### src/hw/rtl/forth_stack_alu_top_macros.svh
// Assertion macros shared by the forth_stack_alu RTL.
// Expects clk and arst_n in the scope of each use.
`ifndef FORTH_STACK_ALU_TOP_MACROS_SVH
`define FORTH_STACK_ALU_TOP_MACROS_SVH

// same-cycle implication, masked during reset
`define FSA_ASSERT_IMP(lbl, ante, cons) \
	lbl: assert property (@(posedge clk) disable iff (!arst_n) (ante) |-> (cons)) \
		else $error("forth_stack_alu: assertion failed");

// next-cycle implication, masked during reset
`define FSA_ASSERT_NXT(lbl, ante, cons) \
	lbl: assert property (@(posedge clk) disable iff (!arst_n) (ante) |=> (cons)) \
		else $error("forth_stack_alu: assertion failed");

`endif

### src/hw/rtl/fsa_pkg.sv
// Shared types and constants for the forth_stack_alu block.
// No dependencies.
package fsa_pkg;

	localparam int unsigned STACK_DEPTH_DEF = 64;
	localparam int unsigned CELL_W          = 32;
	localparam int unsigned OPC_W           = 4;
	localparam int unsigned DEPTH_W         = 7;
	localparam int unsigned QUEUE_DEPTH     = 2;

	typedef logic [CELL_W-1:0] cell_t;

	typedef enum logic [OPC_W-1:0] {
		OP_LIT   = 4'd0,
		OP_ADD   = 4'd1,
		OP_SUB   = 4'd2,
		OP_MUL   = 4'd3,
		OP_DIV   = 4'd4,
		OP_DUP   = 4'd5,
		OP_DROP  = 4'd6,
		OP_SWAP  = 4'd7,
		OP_OVER  = 4'd8,
		OP_PRINT = 4'd9,
		OP_NOP   = 4'd15
	} op_t;

	typedef struct packed {
		op_t   op;
		logic  binary;
		cell_t lit;
	} cmd_t;

	typedef struct packed {
		logic busy;
		logic done;
	} div_stat_t;

endpackage

### src/hw/rtl/fsa_front.sv
// Front end: accept a word beat, decode and register it for the queue.
// Depends on fsa_pkg.
module fsa_front (
	input  logic                       clk,
	input  logic                       arst_n,
	input  logic                       cmd_valid,
	output logic                       cmd_ready,
	input  logic [fsa_pkg::OPC_W-1:0]  operation,
	input  logic signed [fsa_pkg::CELL_W-1:0] literal,
	output logic                       valid_s1,
	output fsa_pkg::cmd_t              cmd_s1,
	input  logic                       take
);
	import fsa_pkg::*;

	op_t  dec_op;
	logic accept;

	assign cmd_ready = !valid_s1 || take;
	assign accept    = cmd_valid && cmd_ready;

	always_comb begin
		if (operation <= OPC_W'(OP_PRINT)) begin
			dec_op = op_t'(operation);
		end else begin
			dec_op = OP_NOP;
		end
	end

	always_ff @(posedge clk or negedge arst_n) begin
		if (!arst_n) begin
			valid_s1 <= 1'b0;
		end else if (accept) begin
			valid_s1 <= 1'b1;
		end else if (take) begin
			valid_s1 <= 1'b0;
		end
	end

	always_ff @(posedge clk) begin
		if (accept) begin
			cmd_s1.op     <= dec_op;
			cmd_s1.binary <= dec_op inside {OP_ADD, OP_SUB, OP_MUL, OP_DIV};
			cmd_s1.lit    <= cell_t'(literal);
		end
	end

endmodule

### src/hw/rtl/fsa_queue.sv
// Short command queue between the front end and the execute back end.
// Depends on fsa_pkg and the assertion macro header.
`include "forth_stack_alu_top_macros.svh"
module fsa_queue (
	input  logic          clk,
	input  logic          arst_n,
	input  logic          in_valid,
	output logic          in_ready,
	input  fsa_pkg::cmd_t in_cmd,
	output logic          out_valid,
	output fsa_pkg::cmd_t out_cmd,
	input  logic          pop
);
	import fsa_pkg::*;

	localparam int unsigned PW = (QUEUE_DEPTH > 1) ? $clog2(QUEUE_DEPTH) : 1;
	localparam int unsigned NW = $clog2(QUEUE_DEPTH + 1);

	cmd_t          ent_q [QUEUE_DEPTH];
	logic [PW-1:0] wr_ptr_q;
	logic [PW-1:0] rd_ptr_q;
	logic [NW-1:0] cnt_q;
	logic          push;

	assign in_ready  = cnt_q != NW'(QUEUE_DEPTH);
	assign out_valid = cnt_q != '0;
	assign push      = in_valid && in_ready;
	assign out_cmd   = ent_q[rd_ptr_q];

	always_ff @(posedge clk or negedge arst_n) begin
		if (!arst_n) begin
			wr_ptr_q <= '0;
			rd_ptr_q <= '0;
			cnt_q    <= '0;
		end else begin
			if (push) begin
				wr_ptr_q <= (wr_ptr_q == PW'(QUEUE_DEPTH - 1)) ? '0 : wr_ptr_q + PW'(1);
			end
			if (pop) begin
				rd_ptr_q <= (rd_ptr_q == PW'(QUEUE_DEPTH - 1)) ? '0 : rd_ptr_q + PW'(1);
			end
			if (push && !pop) begin
				cnt_q <= cnt_q + NW'(1);
			end else if (pop && !push) begin
				cnt_q <= cnt_q - NW'(1);
			end
		end
	end

	always_ff @(posedge clk) begin
		if (push) begin
			ent_q[wr_ptr_q] <= in_cmd;
		end
	end

	`FSA_ASSERT_IMP(a_q_pop_nonempty, pop, out_valid)
	`FSA_ASSERT_NXT(a_q_push_holds, push && !pop, cnt_q != '0)

endmodule

### src/hw/rtl/fsa_div.sv
// Bit-serial restoring divider on magnitudes, one quotient bit per cycle.
// Depends on fsa_pkg.
module fsa_div (
	input  logic              clk,
	input  logic              arst_n,
	input  logic              start,
	input  fsa_pkg::cell_t    dividend,
	input  fsa_pkg::cell_t    divisor,
	output fsa_pkg::cell_t    quotient,
	output fsa_pkg::div_stat_t stat
);
	import fsa_pkg::*;

	localparam int unsigned KW = $clog2(CELL_W + 1);

	cell_t         quo_q;
	cell_t         rem_q;
	cell_t         dvs_q;
	logic [KW-1:0] cnt_q;
	logic          busy_q;
	logic          done_q;
	logic [CELL_W:0] sh;
	logic [CELL_W:0] diff;
	logic          ge;

	assign sh       = {rem_q, quo_q[CELL_W-1]};
	assign diff     = sh - {1'b0, dvs_q};
	assign ge       = !diff[CELL_W];
	assign quotient = quo_q;
	assign stat     = '{busy: busy_q, done: done_q};

	always_ff @(posedge clk or negedge arst_n) begin
		if (!arst_n) begin
			busy_q <= 1'b0;
			done_q <= 1'b0;
			cnt_q  <= '0;
		end else if (start) begin
			busy_q <= 1'b1;
			done_q <= 1'b0;
			cnt_q  <= KW'(CELL_W);
		end else if (busy_q) begin
			cnt_q <= cnt_q - KW'(1);
			if (cnt_q == KW'(1)) begin
				busy_q <= 1'b0;
				done_q <= 1'b1;
			end
		end
	end

	always_ff @(posedge clk) begin
		if (start) begin
			quo_q <= dividend;
			rem_q <= '0;
			dvs_q <= divisor;
		end else if (busy_q) begin
			quo_q <= {quo_q[CELL_W-2:0], ge};
			rem_q <= ge ? diff[CELL_W-1:0] : sh[CELL_W-1:0];
		end
	end

endmodule

### src/hw/rtl/fsa_back.sv
// Execute back end: top two cells in registers, deeper cells in a memory.
// Depends on fsa_pkg, fsa_div (by ports) and the assertion macro header.
`include "forth_stack_alu_top_macros.svh"
module fsa_back #(
	parameter int unsigned STACK_DEPTH = fsa_pkg::STACK_DEPTH_DEF
) (
	input  logic                      clk,
	input  logic                      arst_n,
	input  logic                      cmd_valid,
	input  fsa_pkg::cmd_t             cmd,
	output logic                      cmd_pop,
	output logic                      div_start,
	output fsa_pkg::cell_t            div_a,
	output fsa_pkg::cell_t            div_b,
	input  fsa_pkg::cell_t            div_q,
	input  fsa_pkg::div_stat_t        div_stat,
	output logic                      res_valid,
	input  logic                      res_ready,
	output logic signed [fsa_pkg::CELL_W-1:0]  top_value,
	output logic [fsa_pkg::DEPTH_W-1:0]        depth,
	output logic                      printed_valid,
	output logic signed [fsa_pkg::CELL_W-1:0]  printed_value,
	output logic                      overflow_flag,
	output logic                      underflow_flag,
	output logic                      divide_by_zero_flag
);
	import fsa_pkg::*;

	localparam int unsigned CW        = $clog2(STACK_DEPTH + 1);
	localparam int unsigned MEM_DEPTH = (STACK_DEPTH > 2) ? STACK_DEPTH - 2 : 1;
	localparam int unsigned AW        = (MEM_DEPTH > 1) ? $clog2(MEM_DEPTH) : 1;

	typedef enum logic [1:0] {S_IDLE, S_SETTLE, S_DIV} state_t;

	state_t        state_q;
	logic [CW-1:0] cnt_q;
	cell_t         t0_q;
	cell_t         t1_q;
	cell_t         rd_q;
	cell_t         mem [MEM_DEPTH];

	logic          ge1, ge2, ge3, full;
	cell_t         opa, opb, quot, alu_r;
	logic          neg, dz, out_free, apply;
	logic [AW-1:0] wr_addr, rd_addr;

	logic [CW-1:0] nxt_cnt;
	cell_t         nxt_t0, nxt_t1;
	logic          wr_en, ov, un, pv;
	cell_t         pval;

	assign ge1  = cnt_q != '0;
	assign ge2  = cnt_q >= CW'(2);
	assign ge3  = cnt_q >= CW'(3);
	assign full = cnt_q == CW'(STACK_DEPTH);

	assign opb   = ge1 ? t0_q : '0;
	assign opa   = ge2 ? t1_q : '0;
	assign dz    = opb == '0;
	assign neg   = opa[CELL_W-1] ^ opb[CELL_W-1];
	assign div_a = opa[CELL_W-1] ? -opa : opa;
	assign div_b = opb[CELL_W-1] ? -opb : opb;
	assign quot  = neg ? -div_q : div_q;

	assign out_free  = !res_valid || res_ready;
	assign div_start = (state_q == S_IDLE) && cmd_valid && (cmd.op == OP_DIV) && !dz;
	assign apply     = out_free && cmd_valid &&
		(((state_q == S_IDLE) && ((cmd.op != OP_DIV) || dz)) ||
		((state_q == S_DIV) && div_stat.done));
	assign cmd_pop   = apply;

	assign wr_addr = AW'(cnt_q - CW'(2));
	assign rd_addr = ge3 ? AW'(cnt_q - CW'(3)) : '0;

	always_comb begin
		case (cmd.op)
			OP_ADD:  alu_r = opa + opb;
			OP_SUB:  alu_r = opa - opb;
			OP_MUL:  alu_r = opa * opb;
			OP_DIV:  alu_r = dz ? '0 : quot;
			default: alu_r = '0;
		endcase
	end

	always_comb begin
		nxt_cnt = cnt_q;
		nxt_t0  = t0_q;
		nxt_t1  = t1_q;
		wr_en   = 1'b0;
		ov      = 1'b0;
		un      = 1'b0;
		pv      = 1'b0;
		pval    = '0;
		if (cmd.binary) begin
			nxt_t0 = alu_r;
			if (ge2) begin
				nxt_t1  = rd_q;
				nxt_cnt = cnt_q - CW'(1);
			end else begin
				un = 1'b1;
				if (!ge1) begin
					nxt_cnt = CW'(1);
				end
			end
		end else begin
			case (cmd.op)
				OP_LIT: begin
					if (full) begin
						ov = 1'b1;
					end else begin
						wr_en   = ge2;
						nxt_t1  = t0_q;
						nxt_t0  = cmd.lit;
						nxt_cnt = cnt_q + CW'(1);
					end
				end
				OP_DUP: begin
					if (!ge1) begin
						un      = 1'b1;
						nxt_t0  = '0;
						nxt_t1  = '0;
						nxt_cnt = CW'(2);
					end else if (full) begin
						ov = 1'b1;
					end else begin
						wr_en   = ge2;
						nxt_t1  = t0_q;
						nxt_cnt = cnt_q + CW'(1);
					end
				end
				OP_DROP, OP_PRINT: begin
					if (!ge1) begin
						un = 1'b1;
					end else begin
						pv      = cmd.op == OP_PRINT;
						pval    = (cmd.op == OP_PRINT) ? t0_q : '0;
						nxt_t0  = t1_q;
						nxt_t1  = rd_q;
						nxt_cnt = cnt_q - CW'(1);
					end
				end
				OP_SWAP: begin
					if (ge2) begin
						nxt_t0 = t1_q;
						nxt_t1 = t0_q;
					end else begin
						un      = 1'b1;
						nxt_t0  = '0;
						nxt_t1  = opb;
						nxt_cnt = CW'(2);
					end
				end
				OP_OVER: begin
					if (!ge2) begin
						un = 1'b1;
					end else if (full) begin
						ov = 1'b1;
					end else begin
						wr_en   = 1'b1;
						nxt_t0  = t1_q;
						nxt_t1  = t0_q;
						nxt_cnt = cnt_q + CW'(1);
					end
				end
				default: begin
				end
			endcase
		end
	end

	always_ff @(posedge clk or negedge arst_n) begin
		if (!arst_n) begin
			state_q             <= S_IDLE;
			cnt_q               <= '0;
			res_valid           <= 1'b0;
			top_value           <= '0;
			depth               <= '0;
			printed_valid       <= 1'b0;
			printed_value       <= '0;
			overflow_flag       <= 1'b0;
			underflow_flag      <= 1'b0;
			divide_by_zero_flag <= 1'b0;
		end else begin
			if (res_valid && res_ready) begin
				res_valid <= 1'b0;
			end
			if (apply) begin
				res_valid           <= 1'b1;
				cnt_q               <= nxt_cnt;
				top_value           <= (nxt_cnt != '0) ? nxt_t0 : '0;
				depth               <= DEPTH_W'(nxt_cnt);
				printed_valid       <= pv;
				printed_value       <= pval;
				overflow_flag       <= ov;
				underflow_flag      <= un;
				divide_by_zero_flag <= (cmd.op == OP_DIV) && dz;
			end
			case (state_q)
				S_IDLE: begin
					if (apply) begin
						state_q <= S_SETTLE;
					end else if (div_start) begin
						state_q <= S_DIV;
					end
				end
				S_DIV: begin
					if (apply) begin
						state_q <= S_SETTLE;
					end
				end
				S_SETTLE: state_q <= S_IDLE;
				default:  state_q <= S_IDLE;
			endcase
		end
	end

	always_ff @(posedge clk) begin
		if (apply) begin
			t0_q <= nxt_t0;
			t1_q <= nxt_t1;
		end
	end

	always_ff @(posedge clk) begin
		if (apply && wr_en) begin
			mem[wr_addr] <= t1_q;
		end
		rd_q <= mem[rd_addr];
	end

	`FSA_ASSERT_IMP(a_cnt_bound, 1'b1, cnt_q <= CW'(STACK_DEPTH))
	`FSA_ASSERT_NXT(a_apply_result, apply, res_valid)
	`FSA_ASSERT_IMP(a_div_tracked, state_q == S_DIV, div_stat.busy || div_stat.done)

endmodule

### src/hw/rtl/forth_stack_alu_top.sv
// Forth data-stack ALU: a front end decodes each word beat into a short queue, and
// the back end executes it on a bounded stack of signed 32-bit cells. Most words pass
// through an execute state and a settle state in the back end, the settle state covering
// the registered read of the third cell from the stack memory. A divide by a nonzero
// divisor executes from a divide state once the bit-serial divider, which produces one
// quotient bit per cycle, is done; a divide by zero executes like the other words. The
// queue lets the next word be accepted while a result beat waits. No clearing pass after reset.
module forth_stack_alu_top #(
	parameter int unsigned STACK_DEPTH = fsa_pkg::STACK_DEPTH_DEF
) (
	input  logic                               clk,
	input  logic                               arst_n,
	input  logic                               cmd_valid,
	output logic                               cmd_ready,
	input  logic [fsa_pkg::OPC_W-1:0]          operation,
	input  logic signed [fsa_pkg::CELL_W-1:0]  literal,
	output logic                               res_valid,
	input  logic                               res_ready,
	output logic signed [fsa_pkg::CELL_W-1:0]  top_value,
	output logic [fsa_pkg::DEPTH_W-1:0]        depth,
	output logic                               printed_valid,
	output logic signed [fsa_pkg::CELL_W-1:0]  printed_value,
	output logic                               overflow_flag,
	output logic                               underflow_flag,
	output logic                               divide_by_zero_flag
);
	import fsa_pkg::*;

	logic      valid_s1;
	cmd_t      cmd_s1;
	logic      q_ready;
	logic      q_valid;
	cmd_t      q_cmd;
	logic      q_pop;
	logic      div_start;
	cell_t     div_a;
	cell_t     div_b;
	cell_t     div_q;
	div_stat_t div_stat;

	fsa_front u_front (
		.clk       (clk),
		.arst_n    (arst_n),
		.cmd_valid (cmd_valid),
		.cmd_ready (cmd_ready),
		.operation (operation),
		.literal   (literal),
		.valid_s1  (valid_s1),
		.cmd_s1    (cmd_s1),
		.take      (q_ready)
	);

	fsa_queue u_queue (
		.clk       (clk),
		.arst_n    (arst_n),
		.in_valid  (valid_s1),
		.in_ready  (q_ready),
		.in_cmd    (cmd_s1),
		.out_valid (q_valid),
		.out_cmd   (q_cmd),
		.pop       (q_pop)
	);

	fsa_div u_div (
		.clk      (clk),
		.arst_n   (arst_n),
		.start    (div_start),
		.dividend (div_a),
		.divisor  (div_b),
		.quotient (div_q),
		.stat     (div_stat)
	);

	fsa_back #(
		.STACK_DEPTH (STACK_DEPTH)
	) u_back (
		.clk                 (clk),
		.arst_n              (arst_n),
		.cmd_valid           (q_valid),
		.cmd                 (q_cmd),
		.cmd_pop             (q_pop),
		.div_start           (div_start),
		.div_a               (div_a),
		.div_b               (div_b),
		.div_q               (div_q),
		.div_stat            (div_stat),
		.res_valid           (res_valid),
		.res_ready           (res_ready),
		.top_value           (top_value),
		.depth               (depth),
		.printed_valid       (printed_valid),
		.printed_value       (printed_value),
		.overflow_flag       (overflow_flag),
		.underflow_flag      (underflow_flag),
		.divide_by_zero_flag (divide_by_zero_flag)
	);

endmodule
### config.mk
export PLATFORM = sky130hd
export DESIGN_NAME = forth_stack_alu_top
export DESIGN_NICKNAME = d
export VERILOG_FILES = /design/src/hw/rtl/fsa_pkg.sv /design/src/hw/rtl/fsa_front.sv /design/src/hw/rtl/fsa_queue.sv /design/src/hw/rtl/fsa_div.sv /design/src/hw/rtl/fsa_back.sv /design/src/hw/rtl/forth_stack_alu_top.sv
export VERILOG_INCLUDE_DIRS = /design/src /design/src/hw/rtl
export SDC_FILE = /design/constraint.sdc
export NUM_CORES = 2
export LEC_CHECK = 0
export BUFFER_PORTS_ARGS = -buffer_cell sky130_fd_sc_hd__clkbuf_2
export CAP_MARGIN = 20
export CORE_ASPECT_RATIO = 0.5
export CORE_MARGIN = 3
export CORE_UTILIZATION = 47
export CTS_CLUSTER_SIZE = 16
export DETAILED_ROUTE_END_ITERATION = 16
export PLACE_DENSITY = 0.73
export RECOVER_POWER = 100
export SYNTH_ARGS = -nofsm -noshare
export SYNTH_HDL_FRONTEND = slang
export SYNTH_SLANG_ARGS = --single-unit
### constraint.sdc
create_clock -name clk -period 11.4 [get_ports clk]
set_input_delay 2.28 -clock clk [delete_from_list [all_inputs] [get_ports clk]]
set_output_delay 2.28 -clock clk [all_outputs]
set_load 0.02 [all_outputs]
---- After elaboration in Yosys (flattened, before gate mapping) ----
Memory sizes are Yosys's and may differ from the RTL's. A register that Yosys moved wholly into a read port is not among the register bits.
Index checks and enable logic that the tools add are counted.
storage, ports and cells
  word-level logic and storage cells ...... 195
  RAM bits ................................ 2,058
  memories kept ........................... 2
  input bits .............................. 40
  register bits ........................... 288
memories
  memory         depth  width  rd ports  clocked after memory_dff  write ports  line             RTL
  u_back.mem     62     32     1         1                         1            fsa_back.sv:40   cell_t mem [MEM_DEPTH];
  u_queue.ent_q  2      37     1         0                         1            fsa_queue.sv:19  cmd_t ent_q [QUEUE_DEPTH];
cells by class
  multiply operators ...................... 1
  reduce and logical (&&, ||, !) cells .... 43
  $add $sub $neg .......................... 15
  mux-type cells .......................... 82
  magnitude comparators ................... 3
  bitwise operators ....................... 1
  equal/unequal tests ..................... 23
operator list
  kind                                                 number
  2-to-1 mux 32 bit                                    25
  one-hot mux 32 bit (5 select lines)                  2
  one-hot mux 32 bit (4 select lines)                  1
  negator 32 bit                                       3
  2-to-1 mux 7 bit                                     8
  one-hot mux 7 bit (5 select lines)                   1
  subtractor 33 x 32 -> 33 bit                         1
  adder 32 bit                                         1
  zero test 32 bit                                     1
  multiplier 32 x 32 -> 32 bit                         1
  subtractor 32 bit                                    1
  2-to-1 mux 1 bit                                     31
  2-to-1 mux 31 bit                                    1
  equality test 4 x 3 -> 1 bit, second input constant  5
  2-to-1 mux 6 bit                                     3
  equality test 4 x 2 -> 1 bit, second input constant  4
  >= comparator 7 x 2 -> 1 bit, second input constant  2
  logical AND 1 bit                                    14
  nonzero test 7 bit                                   2
  nonzero test 2 bit                                   6
  subtractor 6 x 2 -> 6 bit, second input constant     2
  2-to-1 mux 2 bit                                     5
  equality test 4 x 1 -> 1 bit, second input constant  2
  equality test 4 bit, second input constant           2
  29 further kinds                                     44

---- Logic depth before layout (Yosys ltp) ----
  word-level depth ........................ 10
  mapped depth ............................ 43
  gate-level depth less buffers ........... 34

---- Modules after synthesis ----
Synthesis repeated with hierarchy kept, for this count alone.
second synthesis, totals
  cell total of the unflattened synthesis .. 8,303
  area, all modules ....................... 114,240.8 sq um
modules (own cells, without submodules)
  module     times used  sequential area each (sq um)  area each (sq um)  cells an instance
  fsa_back   1           64,091.5                      103,954.7          7,504
  fsa_div    1           2,762.6                       6,122.1            617
  fsa_queue  1           2,322.2                       2,946.6            133
  fsa_front  1           1,136.1                       1,217.4            49

---- Least setup slack after synthesis ----
Ideal clock, no wire load.
  kind .................................... register -> register
  start point ............................. reg, netlist name u_back.depth[0]
  end point ............................... reg u_back.top_value[31] (netlist bit)
  cell stages (with the launch flop) ...... 41
  required time ........................... 11.279 ns
  clock period less this slack ............ 10.452 ns
  data arrival time ....................... 10.331 ns
  slack ................................... 0.948 ns
  cell sequence ........................... dfrtp_1 > clkbuf_1 > inv_1 > clkbuf_1 > clkbuf_1 > clkbuf_1 > ha_1 > or3b_2 > nor2_1 > inv_1 > buf_2 > clkbuf_1 > clkbuf_1 > clkbuf_1 > nand2_1 > clkbuf_1 > nor2_1 > fa_1 > (+5 left out) > fa_1 > inv_1 > fa_1 > inv_1 > fa_1 > fa_1 > ha_1 > o21ai_0 > nor2_1 > nor4_1 > a21oi_1 > a221o_1 > o41ai_1 > o21ai_0 > xnor2_1 > a222oi_1 > o22ai_1 > a22o_1
RTL lines
  item                  line             RTL
  end signal, assigned  fsa_back.sv:190  top_value <= (nxt_cnt != '0) ? nxt_t0 : '0;
  end, declared         fsa_back.sv:19   output logic signed [fsa_pkg::CELL_W-1:0] top_value,

==> reports/metrics.yaml <==
status: "finished, violations left"
violations: "max-capacitance violations, max-slew violations"
reg2reg_to: "u_back.rd_q[8]"
num_vias: 73770
netlist.area_leader.share_pct: 59.30
routabilityCongestion: 1.047
detail-route-antenna-nets: 0
synthCells: 8115
dieHeight_um: 352.1
cts_tree: "yes"
cp_max_fo: 100
portBuffers: 116
die_x_um: 698.1
cts_hold_buf: 0
fmax_mhz: 94.02
final_common_cell: "edfxtp_1"
hold_violations: 0
avgSynthCellArea_um2: 13.87
viasPerCell: 6.404
cts.repair.resized: 0
clk_latency_ns: 0.91
yosysTopAreaCell: "edfxtp_1"
mostFrequentLayoutCells: "edfxtp_1 (2223), nand2_1 (667), a21oi_1 (627)"
fin_crit_sh_pct: 93.30
ys_types: 93
first_global_vias: 71490
io_pins: 117
syn-num-nets: 8762
cts_buffer_depth: 4
p_per_area_nw_per_um2: 139.8
cp.arrival_ns: 11.28
clk_pin_slew_worst_paths_ns: 0.07
totalWireLength_um: 336100
rrSetupSlack_ns: 0.76
slew_headroom_pct: -213.6
required_ns: 12.04
area_growth_pct: 9.764
grt_max_degree: 132
coreArea_um2: 237100
yosysWarnings: 0
wl_per_cell_um: 29.18
antenna_found_initial: 12
setup_violations: 0
rsz0062_at_grt: "no"
worstSetupPathType: "reg2reg"
drive_gt1_share_pct: 9.507
startpoint_type: "flip-flop"
rows: 126
fin_ws_ns: 0.7642
ir_drop_v: 0.0001498
drt-pass1-iter-count: 10
cts_setup_buffers: 0
cp-end-kind: "flip-flop"
yosysSeqAreaShare_pct: 62.46
die_area_um2: 245800
grt_use_total_pct: 26.71
hpwl_um: 208700
start_util_pct: 47.48
drv_cap: 114
h-tree-depth: 4
grt_overflow_total: 0
hold-path-cell-count: 0
cts_inserted_buffers: 209
synth-async-reset-ratio_pct: 3.827
synth_edf_count: 2223
reg2reg_from: "u_back.depth[0]"
hold_path_class: "reg2reg"
placedCellCount: 11120
reg2regPathDepth: 12
syn_area_um2: 112600
synth_seq_cells: 2378
drv_slew: 4969
hold_end: "u_queue.ent_q[0][29]"
clock_skew_ns: 0.1007
layoutNonFillerInstCount: 11520
setup_tns_ns: 0
drc: 0
yosys_most_used_dff: "edfxtp_1"
worst_pin_slew_ns: 4.703
synth_top_cells_by_area: "edfxtp_1 (59%), fa_1 (7.3%), mux4_2 (3.8%)"
grt_pass1_wl_um: 490500
min-delay-start: "u_front.cmd_s1[29]"
cts_root_buffer: "clkbuf_16"
preCtsSetupSlack_ns: 1.404
dr.first_iter.drc_count: 11370
period_needed_ns: 10.64
leakage_nw: 41.95
cts_num_sinks: 2378
nNetsFinal: 8792
-- per-stage QoR --
stage | area, um^2 | utilization [%] | power, mW | hold slack [ns]
after floorplan | 112600 | - | 10.22 | 0.4215
after global placement | 117600 | 49.61 | 10.49 | 0.4255
after detailed placement | 117800 | 49.68 | 10.50 | 0.4296
after CTS | 124300 | 52.43 | 17.28 | 0.4442
after global routing | 123500 | 52.11 | 17.69 | 0.4537
final | 123600 | 52.12 | 17.28 | 0.4316
-- sequential cells by signal (all words and copies together), names as in the netlist, 6 cells and up --
signal	flops
u_back.top_value	32
u_div.quotient	32
u_back.printed_value	32
u_queue.ent_q	74
u_back.t1_q	32
u_back.mem	1984
u_back.depth	7
u_back.rd_q	32
u_front.cmd_s1	37
u_back.t0_q	32
u_div.rem_q	32
u_div.cnt_q	6
u_div.dvs_q	32
-- cells by family after synthesis --
kind of cell               share of synthesized area, %
AOI/OAI and AO/OA                                 11.85
xor gates and xnor gates                          2.029
adders and majority gates                         9.480
buffers and inverters                             3.567
DFF                                               62.46
muxes                                             4.667
and+or+nand+nor                                   5.947
-- worst max-delay path, stage by stage (launching register included) --
cell and delay [ns]:
dfrtp_1 0.44, clkbuf_1 0.62, ha_1 0.46, nand2_1 0.21, nand2_4 0.40, clkbuf_1 1.75
dlymetal6s4s_1 3.57, o221ai_1 0.59, a21oi_1 0.39, a211oi_1 0.09, a211oi_1 0.96, a211oi_1 0.21
a21oi_1 0.56
-- layout make-up --
class,instances,area [um^2]
clock inverters,114,1045
multi-input cells,4691,38700
repair buffers,392,2211
clock buffers,262,5489
flip-flops and latches,2378,70310
well taps,3200,4004
fillers,19370,113500
diodes,9,22.52
inverters,473,1783
-- how the worst max path moves through the flow --
stage | startpoint | endpoint
floorplan | u_back.depth[0] | u_back.top_value[31]
global placement | u_back.depth[0] | u_back.top_value[31]
detailed placement | u_back.depth[1] | u_back.top_value[31]
CTS | u_back.depth[1] | u_back.top_value[31]
global route | u_back.depth[0] | u_back.rd_q[8]
finish | u_back.depth[0] | u_back.rd_q[8]
-- report_power, final --
group | switching (mW) | internal [mW]
Clock | 3.18 | 3.76
Sequential | 0.0419 | 9.57
Combinational | 0.525 | 0.208
-- cell usage after synthesis, types with 13 or more instances --
master and count:
edfxtp_1 2223, nand2_1 671, a21oi_1 629, nor2_1 555
clkbuf_1 462, inv_1 456, fa_1 410, o221ai_1 409
o21ai_0 202, ha_1 197, mux4_2 192, a211oi_1 190
xnor2_1 137, xor2_1 115, o22ai_1 105, dfrtp_1 91
nor3_1 78, nand3_1 70, mux2i_1 67, a22o_1 64
buf_1 64, dfxtp_1 64, a31oi_1 56, a311oi_1 52
a21o_1 47, o31ai_1 41, buf_2 40, nand2b_1 37
a22oi_1 36, a221oi_1 31, or3_1 24, and2_1 23
mux2_2 23, a222oi_1 17, clkinv_1 16, nor2b_1 16
nor4_1 16, o21a_1 16, nand4_1 15, o211ai_1 13
-- layer usage --
metal | global-route usage, % | part of all wire [%] | up-vias
li1 | - | - | 30760
met1 | 37.06 | 37 | 37200
met2 | 40.09 | 45 | 4971
met3 | 6.586 | 13 | 830
met4 | 11.96 | 5.3 | 4
met5 | 0 | 0.0068 | -
No activity file was read; power rests on OpenSTA's default activity.
